$ cat src/lbsc_pkg.sv
// ----------------------------------------------------------------------------
// lbsc_pkg
// Shared widths, codes and controller-to-datapath command type for the
// line-block signal controller.
// ----------------------------------------------------------------------------
package lbsc_pkg;

  // Line geometry
  localparam int MAX_SECTIONS = 16;
  localparam int SECT_W       = MAX_SECTIONS;   // width of section / signal masks
  localparam int IDX_W        = 5;              // section_index width
  localparam int LEN_W        = 5;              // line_length width
  localparam int MIN_LENGTH   = 2;

  // Request types
  localparam logic [1:0] REQ_BLOCK   = 2'd0;
  localparam logic [1:0] REQ_OCCUPY  = 2'd1;
  localparam logic [1:0] REQ_FREE    = 2'd2;
  localparam logic [1:0] REQ_RELEASE = 2'd3;

  // Block modes (own and opposite direction)
  localparam logic [1:0] MODE_UNDEF = 2'd0;
  localparam logic [1:0] MODE_READY = 2'd1;
  localparam logic [1:0] MODE_OCC   = 2'd2;

  // Head indicator codes
  localparam logic [2:0] HEAD_OWN_READY = 3'd0;
  localparam logic [2:0] HEAD_OWN_OCC   = 3'd1;
  localparam logic [2:0] HEAD_OPP_READY = 3'd2;
  localparam logic [2:0] HEAD_OPP_OCC   = 3'd3;
  localparam logic [2:0] HEAD_NONE      = 3'd4;

  // Configuration register index
  localparam logic REG_LINE_LENGTH = 1'b0;
  localparam logic [LEN_W-1:0] LINE_LENGTH_RST = LEN_W'(MIN_LENGTH);

  // Commands from controller to datapath
  typedef struct packed {
    logic load;   // capture the accepted request
    logic exec;   // apply the request and load the result register
  } lbsc_cmd_t;

endpackage

$ cat src/lbsc_ctrl.sv
// ----------------------------------------------------------------------------
// lbsc_ctrl
// Sequencer: captures a request, then applies it once the result register
// is free, and drives both handshakes.
// ----------------------------------------------------------------------------
module lbsc_ctrl (
  input  logic               clk,
  input  logic               rst_n,
  input  logic               in_valid,
  output logic               in_stall,
  output logic               out_valid,
  input  logic               out_stall,
  output lbsc_pkg::lbsc_cmd_t cmd
);

  typedef enum logic {
    ST_IDLE,
    ST_CALC
  } state_t;

  state_t state_r;
  logic   in_stall_r;
  logic   out_valid_r;

  // command decode
  always_comb begin
    cmd.load = (state_r == ST_IDLE) && in_valid;
    cmd.exec = (state_r == ST_CALC) && (!out_valid_r || !out_stall);
  end

  // state and registered handshake outputs
  always_ff @(posedge clk) begin
    if (!rst_n) begin
      state_r     <= ST_IDLE;
      in_stall_r  <= 1'b0;
      out_valid_r <= 1'b0;
    end else begin
      unique case (state_r)
        ST_IDLE: begin
          if (in_valid) begin
            state_r    <= ST_CALC;
            in_stall_r <= 1'b1;
          end
        end
        ST_CALC: begin
          if (cmd.exec) begin
            state_r    <= ST_IDLE;
            in_stall_r <= 1'b0;
          end
        end
        default: begin
          state_r    <= ST_IDLE;
          in_stall_r <= 1'b0;
        end
      endcase

      // result slot: filled by exec, emptied when taken
      if (cmd.exec) begin
        out_valid_r <= 1'b1;
      end else if (!out_stall) begin
        out_valid_r <= 1'b0;
      end
    end
  end

  assign in_stall  = in_stall_r;
  assign out_valid = out_valid_r;

endmodule

$ cat src/lbsc_dp.sv
// ----------------------------------------------------------------------------
// lbsc_dp
// Datapath: request capture with line masks, block state registers and
// the result register.
// ----------------------------------------------------------------------------
module lbsc_dp (
  input  logic                          clk,
  input  logic                          rst_n,
  input  lbsc_pkg::lbsc_cmd_t           cmd,
  input  logic [lbsc_pkg::LEN_W-1:0]    line_length,
  input  logic [1:0]                    in_req_type,
  input  logic [lbsc_pkg::IDX_W-1:0]    in_section_index,
  input  logic                          in_opposite_present,
  input  logic [1:0]                    in_opposite_state,
  input  logic [lbsc_pkg::SECT_W-1:0]   in_route_mask,
  output logic                          out_accepted,
  output logic [1:0]                    out_block_mode,
  output logic                          out_cleared,
  output logic [lbsc_pkg::SECT_W-1:0]   out_aspect_mask,
  output logic [2:0]                    out_head_indicator
);

  localparam int SW = lbsc_pkg::SECT_W;

  // captured request
  logic [1:0]              req_r;
  logic                    idx_zero_r;
  logic                    opp_here_r;
  logic [1:0]              opp_mode_r;
  logic [SW-1:0]           routes_r;
  logic [SW-1:0]           line_mask_r;   // sections on the line
  logic [SW-1:0]           idx_bit_r;     // one-hot section, zero when off line
  logic [SW-1:0]           below_mask_r;  // sections before the index

  // block state
  logic [1:0]    mode_r,  mode_nxt;
  logic          clr_r,   clr_nxt;
  logic [SW-1:0] occ_r,   occ_nxt;
  logic [SW-1:0] asp_r,   asp_nxt;

  // result register
  logic          res_acc_r;
  logic [1:0]    res_mode_r;
  logic          res_clr_r;
  logic [SW-1:0] res_asp_r;
  logic [2:0]    res_head_r;

  // effective length and masks for the capture stage
  logic [lbsc_pkg::LEN_W-1:0] n_eff;
  logic [SW-1:0]              line_mask_c;
  logic [SW-1:0]              below_mask_c;
  logic                       idx_on_c;

  always_comb begin
    if (line_length < lbsc_pkg::LEN_W'(lbsc_pkg::MIN_LENGTH)) begin
      n_eff = lbsc_pkg::LEN_W'(lbsc_pkg::MIN_LENGTH);
    end else if (line_length > lbsc_pkg::LEN_W'(lbsc_pkg::MAX_SECTIONS)) begin
      n_eff = lbsc_pkg::LEN_W'(lbsc_pkg::MAX_SECTIONS);
    end else begin
      n_eff = line_length;
    end
    for (int i = 0; i < SW; i++) begin
      line_mask_c[i]  = lbsc_pkg::LEN_W'(i) < n_eff;
      below_mask_c[i] = lbsc_pkg::IDX_W'(i) < in_section_index;
    end
    idx_on_c = in_section_index < n_eff;
  end

  always_ff @(posedge clk) begin
    if (cmd.load) begin
      req_r        <= in_req_type;
      idx_zero_r   <= (in_section_index == '0);
      opp_here_r   <= in_opposite_present;
      opp_mode_r   <= in_opposite_state;
      routes_r     <= in_route_mask;
      line_mask_r  <= line_mask_c;
      below_mask_r <= below_mask_c;
      idx_bit_r    <= idx_on_c ? (SW'(1) << in_section_index[$clog2(SW)-1:0]) : '0;
    end
  end

  // event evaluation
  logic [SW-1:0] hi_mask;    // sections 1 and up
  logic [SW-1:0] sig_mask;   // signals 0 .. n-2
  logic [SW-1:0] sig_bit;    // signal behind the indexed section
  logic          grant;
  logic          any_occ;
  logic          occ_before;
  logic [2:0]    head;

  always_comb begin
    hi_mask  = line_mask_r & ~SW'(1);
    sig_mask = line_mask_r >> 1;
    sig_bit  = idx_zero_r ? '0 : (idx_bit_r >> 1);

    grant = (req_r == lbsc_pkg::REQ_BLOCK) && idx_zero_r && opp_here_r &&
            (opp_mode_r != lbsc_pkg::MODE_READY) &&
            (opp_mode_r != lbsc_pkg::MODE_OCC) &&
            ((routes_r & hi_mask) == '0) &&
            !((mode_r == lbsc_pkg::MODE_UNDEF) && ((occ_r & hi_mask) != '0));

    mode_nxt   = mode_r;
    clr_nxt    = clr_r;
    occ_nxt    = occ_r;
    asp_nxt    = asp_r;
    any_occ    = 1'b0;
    occ_before = 1'b0;

    case (req_r)
      lbsc_pkg::REQ_BLOCK: begin
        if (grant) begin
          if (mode_r == lbsc_pkg::MODE_UNDEF) begin
            mode_nxt = lbsc_pkg::MODE_READY;
          end
          // proceed for every signal whose guarded section is free
          asp_nxt = asp_r | (~(occ_r >> 1) & sig_mask);
          clr_nxt = 1'b1;
        end
      end
      lbsc_pkg::REQ_OCCUPY: begin
        occ_nxt = occ_r | idx_bit_r;
        if (mode_r != lbsc_pkg::MODE_UNDEF) begin
          if (mode_r == lbsc_pkg::MODE_READY) begin
            mode_nxt = lbsc_pkg::MODE_OCC;
          end
          if (idx_zero_r) begin
            clr_nxt = 1'b0;   // idx 0 is always on the line
          end
          asp_nxt = asp_r & ~sig_bit;
        end
      end
      lbsc_pkg::REQ_FREE: begin
        occ_nxt = occ_r & ~idx_bit_r;
        if (mode_r != lbsc_pkg::MODE_UNDEF) begin
          any_occ    = (occ_nxt & line_mask_r) != '0;
          occ_before = (occ_nxt & line_mask_r & below_mask_r) != '0;
          if (!any_occ) begin
            mode_nxt = clr_r ? lbsc_pkg::MODE_READY : lbsc_pkg::MODE_UNDEF;
          end
          if (occ_before || clr_r) begin
            asp_nxt = asp_r | sig_bit;
          end
        end
      end
      default: begin
        // release
        if (mode_r == lbsc_pkg::MODE_READY) begin
          mode_nxt = lbsc_pkg::MODE_UNDEF;
          asp_nxt  = asp_r & ~sig_mask;
        end
      end
    endcase

    // head indicator from the new mode
    if (mode_nxt == lbsc_pkg::MODE_READY) begin
      head = lbsc_pkg::HEAD_OWN_READY;
    end else if (mode_nxt == lbsc_pkg::MODE_OCC) begin
      head = lbsc_pkg::HEAD_OWN_OCC;
    end else if (opp_here_r && (opp_mode_r == lbsc_pkg::MODE_READY)) begin
      head = lbsc_pkg::HEAD_OPP_READY;
    end else if (opp_here_r && (opp_mode_r == lbsc_pkg::MODE_OCC)) begin
      head = lbsc_pkg::HEAD_OPP_OCC;
    end else begin
      head = lbsc_pkg::HEAD_NONE;
    end
  end

  // block state registers
  always_ff @(posedge clk) begin
    if (!rst_n) begin
      mode_r <= lbsc_pkg::MODE_UNDEF;
      clr_r  <= 1'b0;
      occ_r  <= '0;
      asp_r  <= '0;
    end else if (cmd.exec) begin
      mode_r <= mode_nxt;
      clr_r  <= clr_nxt;
      occ_r  <= occ_nxt;
      asp_r  <= asp_nxt;
    end
  end

  // result register
  always_ff @(posedge clk) begin
    if (cmd.exec) begin
      res_acc_r  <= grant;
      res_mode_r <= mode_nxt;
      res_clr_r  <= clr_nxt;
      res_asp_r  <= asp_nxt;
      res_head_r <= head;
    end
  end

  assign out_accepted       = res_acc_r;
  assign out_block_mode     = res_mode_r;
  assign out_cleared        = res_clr_r;
  assign out_aspect_mask    = res_asp_r;
  assign out_head_indicator = res_head_r;

endmodule

$ cat src/line_block_signal_controller_core.sv
// ----------------------------------------------------------------------------
// line_block_signal_controller_core
// A request is captured when accepted, then applied and its result loaded
// into the result register once that register is free (capture/apply
// sequencer). A new request is not taken until the last one is applied;
// it is taken while the previous result waits in its register.
// Reset (synchronous, active low): mode undefined, cleared 0, all sections
// free, all signals stop, line_length 2.
// ----------------------------------------------------------------------------
module line_block_signal_controller_core (
  input  logic                          clk,
  input  logic                          rst_n,
  // request channel
  input  logic                          in_valid,
  output logic                          in_stall,
  input  logic [1:0]                    in_req_type,
  input  logic [lbsc_pkg::IDX_W-1:0]    in_section_index,
  input  logic                          in_opposite_present,
  input  logic [1:0]                    in_opposite_state,
  input  logic [lbsc_pkg::SECT_W-1:0]   in_route_mask,
  // result channel
  output logic                          out_valid,
  input  logic                          out_stall,
  output logic                          out_accepted,
  output logic [1:0]                    out_block_mode,
  output logic                          out_cleared,
  output logic [lbsc_pkg::SECT_W-1:0]   out_aspect_mask,
  output logic [2:0]                    out_head_indicator,
  // configuration port
  input  logic                          cfg_psel,
  input  logic                          cfg_penable,
  input  logic                          cfg_pwrite,
  input  logic [2:0]                    cfg_paddr,
  input  logic [31:0]                   cfg_pwdata,
  output logic [31:0]                   cfg_prdata,
  output logic                          cfg_pready
);

  lbsc_pkg::lbsc_cmd_t        cmd;
  logic [lbsc_pkg::LEN_W-1:0] line_length_r;
  logic                       cfg_hit;

  // register decode: word index is paddr[2]
  assign cfg_hit    = (cfg_paddr[2] == lbsc_pkg::REG_LINE_LENGTH);
  assign cfg_pready = 1'b1;

  always_ff @(posedge clk) begin
    if (!rst_n) begin
      line_length_r <= lbsc_pkg::LINE_LENGTH_RST;
    end else if (cfg_psel && cfg_penable && cfg_pwrite && cfg_hit) begin
      line_length_r <= cfg_pwdata[lbsc_pkg::LEN_W-1:0];
    end
  end

  assign cfg_prdata = cfg_hit ? {{(32-lbsc_pkg::LEN_W){1'b0}}, line_length_r} : '0;

  lbsc_ctrl u_ctrl (
    .clk       (clk),
    .rst_n     (rst_n),
    .in_valid  (in_valid),
    .in_stall  (in_stall),
    .out_valid (out_valid),
    .out_stall (out_stall),
    .cmd       (cmd)
  );

  lbsc_dp u_dp (
    .clk                 (clk),
    .rst_n               (rst_n),
    .cmd                 (cmd),
    .line_length         (line_length_r),
    .in_req_type         (in_req_type),
    .in_section_index    (in_section_index),
    .in_opposite_present (in_opposite_present),
    .in_opposite_state   (in_opposite_state),
    .in_route_mask       (in_route_mask),
    .out_accepted        (out_accepted),
    .out_block_mode      (out_block_mode),
    .out_cleared         (out_cleared),
    .out_aspect_mask     (out_aspect_mask),
    .out_head_indicator  (out_head_indicator)
  );

endmodule
$ cat config.mk
export PLATFORM = sky130hd
export DESIGN_NAME = line_block_signal_controller_core
export DESIGN_NICKNAME = d
export VERILOG_FILES = /design/src/lbsc_pkg.sv /design/src/lbsc_ctrl.sv /design/src/lbsc_dp.sv /design/src/line_block_signal_controller_core.sv
export SDC_FILE = /design/constraint.sdc
export NUM_CORES = 1
export LEC_CHECK = 0
export BUFFER_PORTS_ARGS = -buffer_cell sky130_fd_sc_hd__clkbuf_2
export CAP_MARGIN = 10
export CORE_ASPECT_RATIO = 2
export CORE_MARGIN = 5
export CORE_UTILIZATION = 55
export DETAILED_ROUTE_END_ITERATION = 8
export GPL_TIMING_DRIVEN = 0
export PLACE_DENSITY = 0.79
export SYNTH_ARGS = -nofsm -noshare
export SYNTH_HDL_FRONTEND = slang
export SYNTH_SLANG_ARGS = --single-unit
$ cat constraint.sdc
create_clock -name clk -period 7.1 [get_ports clk]
set_input_delay 0.71 -clock clk [delete_from_list [all_inputs] [get_ports clk]]
set_output_delay 0.71 -clock clk [all_outputs]
set_load 0.03 [all_outputs]
==> results.ini <==
[outcome]
run_status=completed

[route]
initialDrtViolationCount=397
vias=5442
vias_per_cell=5.71
wire_per_inst_um=18.8
drt-total-wl_um=17900
ant_nets=0
route.detailed.drc=0
firstDrtPassIters=6

[sta]
rsz0062_at_grt=no
final_max_slew_viol_count=0
worst_pin_slew_ns=0.981
fmaxAchievable_ghz=0.311
clock_skew_ns=0.0183
maxSlewHeadroom=0.345
setup_violations=0
fin_crit_sh=0.453
final-hold-violation-count=0
period_needed_ns=3.22
setup_tns_ns=0
whs_ns=0.454

[clock_network]
post_cts.repair.setup_buffers=0
cts-root-buf=clkbuf_16
cts-hold-fix-buffers=0
cts_sinks=133
cts_buffer_depth=2
cts_tree=done
cts_resized=0
cts_made_buffers=17
path_clk_slew_ns=0.06
cts_max_level=4
clock_latency_ns=0.43

[grt]
antenna_found_initial=0
grt_usage=0.260
grt_pass1_vias=5421
overflow=0
grt_start_max_net_pins=41
grt_pass1_wl_um=28200

[logic_synthesis]
yosysWarnings=0
synth.distinct_cells=57
synth_top_cell_by_area=edfxtp_1
syn_inst=680
synthesis.area_um2=6570
ys_seq_elements=133
synth.most_common_cell=nand2_1
synth-async-reset-ratio=0
netlist.area_leader.share=0.416
synth_edf_count=91
synthTopCellsByArea=edfxtp_1 (42%), dfxtp_1 (13%), nand2_1 (8.7%), a21oi_1 (3.9%), buf_4 (3.5%)
synth.avg_cell_area_um2=9.66
synthFlopType=edfxtp_1
yosysSeqAreaShare=0.544
ys_top_cells_by_count=nand2_1 (153), edfxtp_1 (91), nor2_1 (58)

[floorplan]
die_area_um2=14400
core.rowCount=56
die_y_um=165
dieWidth_um=87.3
coreArea_um2=11700
num_io_pins=126
initial_core_util=0.561

[setup_path]
cp_max_fo=6
worst-r2r-cell-count=9
critPathCaptureType=flop
worstReg2RegEnd=u_dp.out_head_indicator[0]
critPathLaunchType=flop
crit_type=reg -> reg
r2r-start=u_dp.line_mask_r[10]
cp.required_ns=7.28
crit_arrival_ns=3.40
ff2ff_setup_slack_ns=3.88

[final_layout]
area_delta_synth_final_pct=19.0
stdcell_count=953
final_layout_size_suffix_gt1_frac=0.179
seq_area_um2=3570
antenna-diode-count=0
final_area_um2=7810
multi_input_area_um2=2690
nets=873
fill_cells=920

[min_path]
hold-path-cell-count=1
holdCritStartpoint=in_opposite_state[0]
hold_class=in -> reg
hold_end=u_dp.opp_mode_r[0]

[power_and_ir_drop]
p_leak_nw=3.01
power_switching_mw=0.539
p_int_mw=1.47
powerDensity_nw_per_um2=257
swShare=0.268
p_total_mw=2.01
seqPwrFrac=0.456
clkPwrFrac=0.436
vdd_ir_drop_max_v=0.000217
combPwrFrac=0.108

[placed_design]
placed_cell_area_um2=7210
dp_hpwl_um=13700
io_buffers=66
place_congestion=0.924
dpl.cell_count=921

[run]
cap_violations=0

-- stage by stage --
stage / setup slack (ns) / util
5_1_grt: 3.73 / 0.668
3_5_place_dp: 3.72 / 0.617
6_report: 3.88 / 0.668
4_1_cts: 3.91 / 0.668
3_3_place_gp: 1.97 / 0.614
2_1_floorplan: 2.82 / -
-- worst max-delay path: stages (launching register included) --
cell and delay, ns:
edfxtp_1 0.59, nand2_1 0.14, o22ai_1 0.10, nor4_1 0.74
a21boi_0 0.28, or3_1 0.42, a21bo_2 0.25, ha_1 0.22
a31oi_1 0.17, nor2_1 0.06
-- routing by layer --
layer  routed length, µm  share of wire  GRT usage  vias up
li1                    -              -          -     2638
met1                6110           0.34      0.264     2487
met2                9530           0.53      0.463      254
met3                 873          0.049     0.0389       63
met4                1370          0.077      0.197        0
met5                   0              0          0        -
-- final cells by class --
class,count,area share
Buffer,63,0.0456
Clock buffer,20,0.0599
Clock inverter,12,0.0168
Inverter,16,0.00769
Multi-Input combinational cell,497,0.345
Sequential cell,133,0.457
Tap cell,145,0.0232
Timing Repair Buffer,67,0.0448
-- cells by family (layout without fill, tap and decap cells) --
| family | after synthesis | after routing | synth area share |
|---|---|---|---|
| AOI/OAI and AO/OA | 165 | 165 | 0.168 |
| muxes | 5 | 5 | 0.00762 |
| adders and majority gates | 10 | 10 | 0.0191 |
| DFF | 133 | 133 | 0.544 |
| and+or+nand+nor | 285 | 285 | 0.196 |
| xor gates and xnor gates | 1 | 1 | 0.00133 |
| buffers and inverters | 79 | 178 | 0.0635 |
| other | 2 | 31 | 0.00114 |
-- cell usage in the layout (no fill, tap or decap), types with 10 or more instances in the layout --
cell type and count:
a21oi_1 51, a221oi_1 16, a22oi_1 11, a311oi_1 16
buf_4 31, clkbuf_1 30, clkbuf_16 18, clkbuf_2 66
conb_1 31, dfxtp_1 42, edfxtp_1 91, ha_1 10
inv_1 16, nand2_1 153, nand4b_1 10, nor2_1 58
nor2b_1 19, o21ai_0 28
-- worst max-delay path by stage --
| stage | cells past startpoint | end | start |
|---|---|---|---|
| floorplan | 1 | u_dp.below_mask_r[0] | in_valid |
| global placement | 2 | u_dp.line_mask_r[0] | in_valid |
| detailed placement | 8 | flop | out_stall |
| CTS | 9 | u_dp.out_head_indicator[0] | u_dp.line_mask_r[10] |
| global route | 9 | u_dp.out_head_indicator[0] | u_dp.line_mask_r[10] |
| finish | 9 | u_dp.out_head_indicator[0] | u_dp.line_mask_r[10] |
-- power by group through the flow --
stage | Combinational, mW | Sequential (mW) | Clock [mW]
after floorplan | 0.136 | 0.936 | 0
after global placement | 0.207 | 0.933 | 0
after detailed placement | 0.214 | 0.931 | 0
after CTS | 0.216 | 0.915 | 0.882
after global routing | 0.238 | 0.920 | 0.920
final | 0.218 | 0.917 | 0.877
(Power assumes the default switching activity.)
